`src/hw/rtl/sit_pkg.sv`:
```
// ----------------------------------------------------------------------------
// sit_pkg: shared types and constants of the segment intersection test
// Point, difference-vector and product-term numbering used by the stages,
// plus the flag and sign records that travel down the pipeline.
// ----------------------------------------------------------------------------
package sit_pkg;

  // Input beat: eight coordinate fields, each carried at full field width.
  localparam int unsigned FIELD_BITS = 32;
  localparam int unsigned NUM_FIELDS = 8;

  // Endpoints; field 2*p is x and field 2*p+1 is y of point p.
  localparam int unsigned PT_A1 = 0;
  localparam int unsigned PT_A2 = 1;
  localparam int unsigned PT_B1 = 2;
  localparam int unsigned PT_B2 = 3;

  // Difference vectors (minuend point minus subtrahend point).
  localparam int unsigned NUM_VEC   = 10;
  localparam int unsigned VEC_DA    = 0;
  localparam int unsigned VEC_DB    = 1;
  localparam int unsigned VEC_A1B1  = 2;
  localparam int unsigned VEC_A1B2  = 3;
  localparam int unsigned VEC_B1A1  = 4;
  localparam int unsigned VEC_B1A2  = 5;
  localparam int unsigned VEC_B2A1  = 6;
  localparam int unsigned VEC_B2A2  = 7;
  localparam int unsigned VEC_A2B1  = 8;
  localparam int unsigned VEC_A2B2  = 9;

  localparam int unsigned VEC_MIN [NUM_VEC] = '{
    PT_A2, PT_B2, PT_A1, PT_A1, PT_B1, PT_B1, PT_B2, PT_B2, PT_A2, PT_A2
  };
  localparam int unsigned VEC_SUB [NUM_VEC] = '{
    PT_A1, PT_B1, PT_B1, PT_B2, PT_A1, PT_A2, PT_A1, PT_A2, PT_B1, PT_B2
  };

  // Product terms: cross(p, q) = p.x*q.y - p.y*q.x, dot(p, q) = p.x*q.x + p.y*q.y.
  localparam int unsigned NUM_TERMS   = 9;
  localparam int unsigned T_C_DB_A1   = 0;  // cross(db, a1 - b1)
  localparam int unsigned T_C_DA_B1   = 1;  // cross(da, b1 - a1)
  localparam int unsigned T_C_DA_B2   = 2;  // cross(da, b2 - a1)
  localparam int unsigned T_C_DB_A2   = 3;  // cross(db, a2 - b1)
  localparam int unsigned T_C_DA_DB   = 4;  // cross(da, db)
  localparam int unsigned T_W_A1      = 5;  // a1 within b1..b2
  localparam int unsigned T_W_B1      = 6;  // b1 within a1..a2
  localparam int unsigned T_W_B2      = 7;  // b2 within a1..a2
  localparam int unsigned T_W_A2      = 8;  // a2 within b1..b2

  localparam int unsigned TERM_P [NUM_TERMS] = '{
    VEC_DB, VEC_DA, VEC_DA, VEC_DB, VEC_DA, VEC_A1B1, VEC_B1A1, VEC_B2A1, VEC_A2B1
  };
  localparam int unsigned TERM_Q [NUM_TERMS] = '{
    VEC_A1B1, VEC_B1A1, VEC_B2A1, VEC_A2B1, VEC_DB, VEC_A1B2, VEC_B1A2, VEC_B2A2,
    VEC_A2B2
  };
  localparam bit TERM_DOT [NUM_TERMS] = '{
    1'b0, 1'b0, 1'b0, 1'b0, 1'b0, 1'b1, 1'b1, 1'b1, 1'b1
  };

  // Degenerate-segment flags, carried alongside the arithmetic.
  typedef struct packed {
    logic da_zero;
    logic db_zero;
  } pair_flags_t;

  // Exact sign of one product term.
  typedef struct packed {
    logic neg;
    logic zero;
  } term_sign_t;

endpackage

```
`src/hw/rtl/sit_decide.sv`:
```
// ----------------------------------------------------------------------------
// sit_decide: verdict stage
// Combines the term signs into the touch verdict and holds the output beat.
// ----------------------------------------------------------------------------
module sit_decide (
  input  logic                                         clk,
  input  logic                                         rst,
  input  logic                                         en,
  input  logic                                         in_valid,
  input  sit_pkg::term_sign_t [sit_pkg::NUM_TERMS-1:0] signs,
  input  sit_pkg::pair_flags_t                         flags,
  output logic                                         valid,
  output logic                                         touch
);

  logic touch_next;
  logic w_a1;
  logic w_a2;
  logic w_b1;
  logic w_b2;
  logic a_straddles;
  logic b_straddles;

  always_comb begin
    // a point lies within a span when its dot product is not positive
    w_a1 = signs[sit_pkg::T_W_A1].neg | signs[sit_pkg::T_W_A1].zero;
    w_a2 = signs[sit_pkg::T_W_A2].neg | signs[sit_pkg::T_W_A2].zero;
    w_b1 = signs[sit_pkg::T_W_B1].neg | signs[sit_pkg::T_W_B1].zero;
    w_b2 = signs[sit_pkg::T_W_B2].neg | signs[sit_pkg::T_W_B2].zero;
    // reject only when both ends sit strictly on one side
    a_straddles = signs[sit_pkg::T_C_DA_B1].zero || signs[sit_pkg::T_C_DA_B2].zero ||
                  (signs[sit_pkg::T_C_DA_B1].neg != signs[sit_pkg::T_C_DA_B2].neg);
    b_straddles = signs[sit_pkg::T_C_DB_A1].zero || signs[sit_pkg::T_C_DB_A2].zero ||
                  (signs[sit_pkg::T_C_DB_A1].neg != signs[sit_pkg::T_C_DB_A2].neg);
    priority if (flags.da_zero) begin
      touch_next = signs[sit_pkg::T_C_DB_A1].zero && w_a1;
    end else if (flags.db_zero) begin
      touch_next = signs[sit_pkg::T_C_DA_B1].zero && w_b1;
    end else if (signs[sit_pkg::T_C_DA_DB].zero) begin
      touch_next = signs[sit_pkg::T_C_DA_B1].zero && (w_a1 || w_a2 || w_b1 || w_b2);
    end else begin
      touch_next = a_straddles && b_straddles;
    end
  end

  always_ff @(posedge clk) begin
    if (rst) begin
      valid <= 1'b0;
    end else if (en) begin
      valid <= in_valid;
    end
  end

  always_ff @(posedge clk) begin
    if (en) begin
      touch <= touch_next;
    end
  end

endmodule

```
`config.mk`:
```
export PLATFORM = sky130hd
export DESIGN_NAME = sit_decide
export DESIGN_NICKNAME = d
export VERILOG_FILES = /design/src/hw/rtl/sit_pkg.sv /design/src/hw/rtl/sit_decide.sv
export SDC_FILE = /design/constraint.sdc
export NUM_CORES = 1
export LEC_CHECK = 0
export BUFFER_PORTS_ARGS = -buffer_cell sky130_fd_sc_hd__buf_2
export CAP_MARGIN = 15
export CORE_AREA = 2 2 39 41
export DETAILED_ROUTE_END_ITERATION = 7
export DIE_AREA = 0 0 41 43
export GPL_TIMING_DRIVEN = 0
export PLACE_DENSITY = 0.39
export SYNTH_ARGS = -nofsm -noshare
export SYNTH_HDL_FRONTEND = slang
export SYNTH_SLANG_ARGS = --single-unit
```
`constraint.sdc`:
```
create_clock -name clk -period 1.6 [get_ports clk]
set_clock_uncertainty 0.15 [all_clocks]
set_input_delay 0.24 -clock clk [delete_from_list [all_inputs] [get_ports clk]]
set_output_delay 0.24 -clock clk [all_outputs]
set_load 0.005 [all_outputs]
```
* Word-level counts from Yosys, hierarchy flattened
Cells that the tools add are included. W data, S select, Z words.
Word-level totals: flip-flop bits (word level) 2, bits of input ports 24, output and inout port bits 2, logic and storage cells 22
Cells by class: equal/unequal tests 2, mux-type cells 3, bitwise gates (word level) 4, reductions and logical operators 11
Operators by type and width (number):
- $logic_or A1 B1 Y1 | 7
- $logic_and A1 B1 Y1 | 4
- $or A1 B1 Y1 | 4
- $mux W1 | 3
- $ne A1 B1 Y1 | 2

* Depth between registers and ports, before layout
Gate-level depths: netlist (run 1).
depth after elaboration 8, mapped depth 4, mapped depth without buffers 4

* Least setup slack after synthesis (run 1)
No wires, ideal clock.
kind input to register, start input signs[16] (netlist bit), end register touch (data pin), library setup time 261 ps, data arrival time 812 ps, data required time 1189 ps, setup slack 377 ps, stages on the path 4, buffers on the path 0, cells stage by stage nor4_1 a21oi_1 o31ai_1 nand2_1
On the way: word-level cells in the longest chain between the ends 8
Ends and longest elaborated chain:
- from (decl) | line sit_decide.sv:10 | input sit_pkg::term_sign_t [sit_pkg::NUM_TERMS-1:0] signs,
- $or A1 B1 Y1 | line sit_decide.sv:27 | w_a2 = signs[sit_pkg::T_W_A2].neg | signs[sit_pkg::T_W_A2].zero;
- $logic_or A1 B1 Y1 (3 in a row) | line sit_decide.sv:40 | touch_next = signs[sit_pkg::T_C_DA_B1].zero && (w_a1 || w_a2 || w_b1 || w_b2);
- $logic_and A1 B1 Y1 | line sit_decide.sv:40
- $mux W1 | line sit_decide.sv:39 | end else if (signs[sit_pkg::T_C_DA_DB].zero) begin
- $mux W1 | line sit_decide.sv:37 | end else if (flags.db_zero) begin
- $mux W1 | line sit_decide.sv:35 | priority if (flags.da_zero) begin
- named net touch_next | line sit_decide.sv:16 | logic touch_next;
- to (signal assigned) | line sit_decide.sv:56 | touch <= touch_next;
- to (decl) | line sit_decide.sv:13 | output logic touch
The timed path passes the listed nets, and every way through them passes these cells. A chain may end at the register's enable or synchronous reset.

* Worst setup path in the final report (run 1)
Same ends and word-level chain as after synthesis.

==> flow_summary.ini, run 1 <==
[synth]
synth_seq_cells = 2
total_number_of_yosys_warnings = 0
synthXorXnorAreaFrac_pct = 11.4
post_synth.cell_area_avg_sq_um = 8.55
synthSimpleGateAreaFrac_pct = 24.4
synth.top_cells.by_count = 3 x nor2_1, 2 x a21oi_1, 2 x nand2_1, 2 x xnor2_1
synth_compound_gate_area_share_pct = 25.2
post-synth-top-area-fraction_pct = 19.5
syn-num-nets = 42
synth.cell_area_sq_um = 154
post-synth-top-count-cell = nor2_1
ys_seq_area_share_pct = 32.5
synth_top_cell_by_area = edfxtp_1
syn_inst = 18
synth_top_family_by_area = compound AO/OA/AOI/OAI gates
synth_area_leaders = edfxtp_1 20%, dfxtp_1 13%, xnor2_1 11%
postSynth.asyncResetShare_pct = 0
synth.mux.area_fraction_pct = 6.50
synth_adder_area_share_pct = 0
synth_edf_count = 1
synth_cell_type_count = 13
leading_register_cell_type_out_of_synthesis = edfxtp_1

[flow_run]
timing.max_cap.violations = 0

[detailed_routing]
detailedRoute.firstPassIterationCount = 4
routed_wire_length_um = 519
routedWlPerCell_um = 8.37
routed_vias = 236
detail_route.iter0.violations = 5
final_antenna_net_count = 0
route.detailed.vias_per_inst = 3.81
detail_route.drc_violations = 0

[critical_path]
timing.critical_path.slowest_stage_cell = nor4_1
crit_chain = buf_2, nor4_1, a21oi_1, o31ai_1, nand2_1
crit_path_start_kind = input port
worstSetupEndpointType = flop
required_ps = 1430
cp_slowest_stage_delay_ps = 270
path_class = in2reg
timing.critical_path.max_delay_family = simple AND/OR/NAND/NOR gates
cp_num_buf_inv = 1
cp.arrival_ps = 980
path_max_fanout = 1

[layout]
flow.area_growth_from_synthesis_pct = 108
num-nets-final = 71
post_layout_cell_count = 62
post_route_cells_drive_above_1_share_pct = 60.9
filler_cells = 159
antenna-diode-count = 0

[clock_tree]
root_buffer = clkbuf_4
cts_hold_buffers = 0
cts_made_buffers = 3
cts-root-to-sink-buffers = 2
tritoncts = built
clk_latency_ps = 220
postCtsSetupRepairBufs = 0
cts-resized-gates = 0
clock_tree.htree_level_count = 1
clkSinkCount = 2
worst_setup_hold_path_clk_slew_ps = 30

[timing]
final-setup-viol-count = 0
fmax_mhz = 866
aggregate_negative_setup_slack_ps = 0
min_period_over_period_pct = 72.1
tightestPinTransition_ps = 263
setup_repair_after_global_routing_missed_its_margin = no
timing.slew.headroom_pct = 82.5
drv_slew = 0
final_hold_viol_count = 0
final_period_minus_worst_setup_slack_ps = 1150

[power]
irDropWorstVdd_uv = 114
pwr_total_uw = 237
clock_group_share_of_total_power_pct = 52.5
power.share.combinational_pct = 22.2
power.sequential.fraction_pct = 25.3
p_per_area_nw_per_um2 = 741
leakage_power_uw = 0.000162
netSwitchingFraction_pct = 22.7
sw_pwr_uw = 53.8
cellInternalPower_uw = 184

[placement]
placedCellCount = 58
numPortBuffers = 24
globalplace.congestion = 0.688

[min_path]
worst_hold_path_class = in2reg

[die]
initial_utilization_pct = 11.1
io_pins = 26
die_h_um = 43
num_rows = 14
die_width_um = 41
coreArea_sq_um = 1380
die_area_sq_um = 1760

[grt]
antenna_found_initial = 0
overflow = 0
grt_pass1_wl_um = 724
grt_start_max_net_pins = 4
grt.total_usage_pct = 6.39
grt_pass1_vias = 214

[status]
status = finished, final reports clean
## layer usage
layer,vias to the layer above,share of wire (%),routed length (um),track usage (%)
met1,104,42,219,6.65
li1,126,-,-,-
met3,0,4.4,23,1.57
met5,-,0,0,0
met2,6,53,276,8.75
met4,0,0,0,8.00
## path summary, 6_finish.rpt
| kind | startpoint | to | slack, ps | cells past startpoint |
|---|---|---|---|---|
| worst min-delay path | rst | valid | 20 | 2 |
| worst max register to register | valid | valid | 880 | 2 |
| worst max-delay path | signs[16] | touch | 450 | 5 |
| worst min register to register | valid | valid | 330 | 2 |
## registers in the layout (all words and copies together), names as in the netlist
register / flops
valid: 1
touch: 1
## placed cells by master (no fill, tap or decap), types with 2 or more instances in the layout
cell       n
a21oi_1    2
buf_2     24
clkbuf_4   3
nand2_1    2
nor2_1     3
xnor2_1    2
## layout make-up
type	instances	area (sq um)	area share, %
sequential	2	50.0	15.6
timing repair buffer	24	120	37.5
multi-input combinational	16	104	32.4
tap	16	20.0	6.25
clock buffer	4	26.3	8.20
## metrics by stage
stage	util, %	hold WS, ps	setup WS (ps)	area [sq um]
finish	23.1	23.4	446	320
global route	23.1	26.0	312	320
CTS	23.1	19.6	431	320
detailed placement	21.2	255	185	294
global placement	21.2	256	163	294
floorplan	-	162	377	154
## cells by family after synthesis
logic type / after synthesis
DFF: 2
muxes: 1
and+or+nand+nor: 7
AOI/OAI and AO/OA: 6
xor gates and xnor gates: 2
## power by group through the flow
stage                     logic, uW  registers, uW  clock network [uW]
final                          52.6           60.0                 125
after global routing           59.2           60.8                 135
after CTS                      53.4           60.1                 130
after detailed placement       53.3           60.7                   0
after global placement         54.1           60.7                   0
after floorplan                15.8           61.6                   0
Power figures use the tool's default switching activity.
==> run 2: changes to the inputs <==
ABC_AREA = 1   (was not set)
PLACE_DENSITY = 0.41   (was 0.39)
clock period = 1.2 ns   (was 1.6 ns; I/O delays follow)
==> flow_summary.ini, run 2 <==
[die]
initial_utilization_pct = 13.7
die_width_um = 41
die_area_sq_um = 1760
die_h_um = 43
num_rows = 14
io_pins = 26
coreArea_sq_um = 1380

[timing]
setup_repair_after_global_routing_missed_its_margin = no
min_period_over_period_pct = 86.7
final_hold_viol_count = 0
drv_slew = 0
aggregate_negative_setup_slack_ps = 0
final-setup-viol-count = 0
fmax_mhz = 961
timing.slew.headroom_pct = 88.4
tightestPinTransition_ps = 172
final_critical_path_setup_slack_ps = 159
final_period_minus_worst_setup_slack_ps = 1040

[clock_tree]
cts_hold_buffers = 1
cts_made_buffers = 3
tritoncts = built
clkSinkCount = 2
postCtsSetupRepairBufs = 0
cts-root-to-sink-buffers = 2
cts-resized-gates = 0
root_buffer = clkbuf_4
clock_tree.htree_level_count = 1
clk_latency_ps = 220
worst_setup_hold_path_clk_slew_ps = 40

[placement]
place.detailed.hpwl_um = 475
numPortBuffers = 24
globalplace.congestion = 0.574
pre_cts_ws_ps = 26.8

[critical_path]
timing.critical_path.max_delay_family = flip-flops
cp_slowest_stage_delay_ps = 350
path_class = reg2out
cp_num_buf_inv = 1
path_max_fanout = 1
worst-path-stages = 1
required_ps = 870
cp.arrival_ps = 710
crit_path_start_kind = flop
crit_chain = buf_2
timing.critical_path.slowest_stage_cell = edfxtp_1
ff2ff_path_depth = 2
worstSetupEndpointType = output port

[synth]
post_synth.cell_area_avg_sq_um = 5.76
synth_top_family_by_area = simple AND/OR/NAND/NOR gates
post-synth-top-area-fraction_pct = 17.8
synth_cell_type_count = 12
synth.top_cells.by_count = 9 x nand2_1, 6 x inv_1, 6 x nor2_1
synth_compound_gate_area_share_pct = 7.89
synthSimpleGateAreaFrac_pct = 48.7
synth_edf_count = 1
synth_seq_cells = 2
synthXorXnorAreaFrac_pct = 0
ys_seq_area_share_pct = 26.3
synth_area_leaders = nand2_1 18%, edfxtp_1 16%, inv_1 12%
syn_inst = 33
synth_top_cell_by_area = nand2_1
synth_adder_area_share_pct = 0
postSynth.asyncResetShare_pct = 0
post-synth-top-count-cell = nand2_1
synth.cell_area_sq_um = 190
leading_register_cell_type_out_of_synthesis = edfxtp_1
synth.mux.area_fraction_pct = 5.26
syn-num-nets = 57
total_number_of_yosys_warnings = 0

[detailed_routing]
detail_route.iter0.violations = 11
routed_wire_length_um = 569
routed_vias = 297
final_antenna_net_count = 0
routedWlPerCell_um = 7.29
detailedRoute.firstPassIterationCount = 4
detail_route.drc_violations = 0
route.detailed.vias_per_inst = 3.81

[flow_run]
timing.max_cap.violations = 0

[status]
status = finished, final reports clean

[grt]
grt_pass1_vias = 281
routing_usage_on_met1_pct = 7.03
antenna_found_initial = 0
grt_start_max_net_pins = 4
overflow = 0
gr-max-usage-layer = met2
grt.total_usage_pct = 8.02
grt_pass1_wl_um = 924
use_met3_pct = 6.28
globalRouteMet2Util_pct = 13.4

[power]
leakage_power_uw = 0.000217
p_per_area_nw_per_um2 = 900
irDropWorstVdd_uv = 458

[min_path]
worst_hold_path_class = in2reg
holdPathStages = 1

[layout]
antenna-diode-count = 0
layout_commonest_cell = buf_2
num-nets-final = 87
reg.largest.list = touch x1, valid x1
post_route_cells_drive_above_1_share_pct = 45.2
flow.area_growth_from_synthesis_pct = 92.8
final_cell_mix = 24 x buf_2, 9 x nand2_1, 6 x inv_1, 6 x nor2_1
## run 2: cell types whose count changed after synthesis, moves of 2 or more
cell      delta
inv_1        +6
nor2_1       +3
nand2_1      +7
nand3_1      +3
nand3b_1     +2
xnor2_1      -2
## run 2: cell families after synthesis
logic type,count (synthesis)
AND/OR/NAND/NOR,21
flip-flops,2
AO/OA/AOI/OAI,3
buffers and inverters,6
multiplexers,1
## run 2: stage by stage
step	instances	hold slack, ps	utilization (%)	area, sq um	power (uW)
after floorplan	33	102	-	190	109
after global placement	73	188	23.9	330	156
after detailed placement	73	190	23.9	330	157
after CTS	78	4.98	26.5	367	342
after global routing	78	2.97	26.5	367	368
final	78	12.7	26.5	367	330
## run 2: final cells by class
| cell class | instances | area [sq um] |
|---|---|---|
| sequential | 2 | 50.0 |
| timing repair buffer | 25 | 130 |
| clock buffer | 4 | 26.3 |
| tap | 16 | 20.0 |
| inverter | 6 | 22.5 |
| multi-input combinational | 25 | 118 |
| fill | 176 | 1020 |
## run 2: final timing paths
kind,from,to,slack [ps]
min,en,touch,10
max reg2reg,valid,valid,470
max,touch,touch,160
min reg2reg,valid,valid,340
## run 2: power by group
group,switching (uW),internal (uW)
registers,1.59,78.6
logic,31.2,45.5
clock network,48.9,124
## run 2: per-layer routing
metal | vias to the layer above | share of wire, %
met5 | - | 0
met2 | 14 | 53
met4 | 0 | 0
met1 | 123 | 36
met3 | 0 | 12
li1 | 160 | -
==> run 3: changes to the inputs <==
RECOVER_POWER = 50   (was not set)
==> flow_summary.ini, run 3 (synthesized netlist as in run 2, its figures left out) <==
[critical_path]
required_ps = 870
crit_path_start_kind = flop
setup.reg_to_reg.worst_slack_ps = 470
path_class = reg2out
worst-path-stages = 1
worstReg2RegEnd = valid
path_max_fanout = 1
ff2ff_path_depth = 2
crit_chain = buf_2
cp_num_buf_inv = 1
cp_slowest_stage_delay_ps = 350
cp.arrival_ps = 710
worstSetupEndpointType = output port
timing.critical_path.max_delay_family = flip-flops
timing.rr.start = valid
timing.critical_path.slowest_stage_cell = edfxtp_1

[clock_tree]
worst_setup_hold_path_clk_slew_ps = 40
clock_tree.htree_level_count = 1
cts-root-to-sink-buffers = 2
cts_made_buffers = 3
clk_latency_ps = 220
root_buffer = clkbuf_4
clkSinkCount = 2
tritoncts = built

[detailed_routing]
routed_wire_length_um = 569
routed_vias = 297
route.detailed.vias_per_inst = 3.81
detail_route.iter0.violations = 11
detail_route.drc_violations = 0
routedWlPerCell_um = 7.29
detailedRoute.firstPassIterationCount = 4
final_antenna_net_count = 0

[grt]
grt_start_max_net_pins = 4
grt_pass1_wl_um = 924
grt.total_usage_pct = 8.02
grt_pass1_vias = 281
antenna_found_initial = 0
overflow = 0

[status]
status = finished, final reports clean

[layout]
final_cell_mix = 23 x buf_2, 9 x nand2_1, 6 x inv_1, 6 x nor2_1
post_route_cells_drive_above_1_share_pct = 43.5
fin_area_sq_um = 365
reg.largest.list = touch x1, valid x1
layout_commonest_cell = buf_2
filler_cells = 176
num-nets-final = 87
flow.area_growth_from_synthesis_pct = 92.1
antenna-diode-count = 0

[power]
p_per_area_nw_per_um2 = 902
leakage_power_uw = 0.000215
irDropWorstVdd_uv = 458

[min_path]
start_point_of_the_worst_hold_path = en
worst_hold_path_class = in2reg
holdPathStages = 1
holdPathEnd = touch

[die]
num_rows = 14
die_width_um = 41
die_h_um = 43
coreArea_sq_um = 1380
initial_utilization_pct = 13.7
io_pins = 26
die_area_sq_um = 1760

[timing]
final_period_minus_worst_setup_slack_ps = 1040
final-setup-viol-count = 0
min_period_over_period_pct = 86.7
drv_slew = 0
aggregate_negative_setup_slack_ps = 0
tightestPinTransition_ps = 172
fmax_mhz = 961
final_hold_viol_count = 0
setup_repair_after_global_routing_missed_its_margin = no
timing.slew.headroom_pct = 88.4

[placement]
place.detailed.hpwl_um = 475
globalplace.congestion = 0.574
post_placement_cell_area_sq_um = 330
numPortBuffers = 24

[flow_run]
timing.max_cap.violations = 0
## run 3: final cells by class
type	instances	area, sq um	share of cell area [%]
Tap cell	16	20.0	5.48
Timing Repair Buffer	25	129	35.3
Inverter	6	22.5	6.16
Sequential cell	2	50.0	13.7
Clock buffer	4	26.3	7.19
Multi-Input combinational cell	25	118	32.2
## run 3: how the worst max path moves through the flow
stage          startpoint     to  slack (ps)
2_1_floorplan   signs[16]  touch         210
3_3_place_gp    signs[10]  touch          20
3_5_place_dp    signs[10]  touch          30
4_1_cts             touch  touch         140
5_1_grt             touch  touch         110
6_report            touch  touch         160
## run 3: power breakdown
part	internal, uW	switching (uW)	leakage, uW
Sequential	78.6	1.59	0.0000180
Combinational	45.0	31.2	0.000182
Clock	124	48.9	0.0000150
Total	248	81.7	0.000215
## run 3: routing by layer
| metal | track usage (%) | routed length, um | vias to the layer above |
|---|---|---|---|
| met2 | 13.4 | 299 | 14 |
| met5 | 0 | 0 | - |
| li1 | - | - | 160 |
| met4 | 2.00 | 0 | 0 |
| met3 | 6.28 | 68 | 0 |
| met1 | 7.03 | 202 | 123 |
## run 3: metrics by stage
stage          worst slack [ps]  cells  hold WS (ps)  util, %  power [uW]
5_1_grt                     113     78          60.6     26.4         368
3_3_place_gp               20.3     73           188     23.9         156
4_1_cts                     143     78          4.98     26.5         342
3_5_place_dp               26.8     73           190     23.9         157
2_1_floorplan               211     33           102        -         109
6_report                    159     78          46.8     26.4         329
## run 3: repair_timing
item                      in CTS  in global routing
resized for setup              0                  0
hold buffers                   1                  0
hold endpoints to repair       1                  0
buffers inserted               0                  0
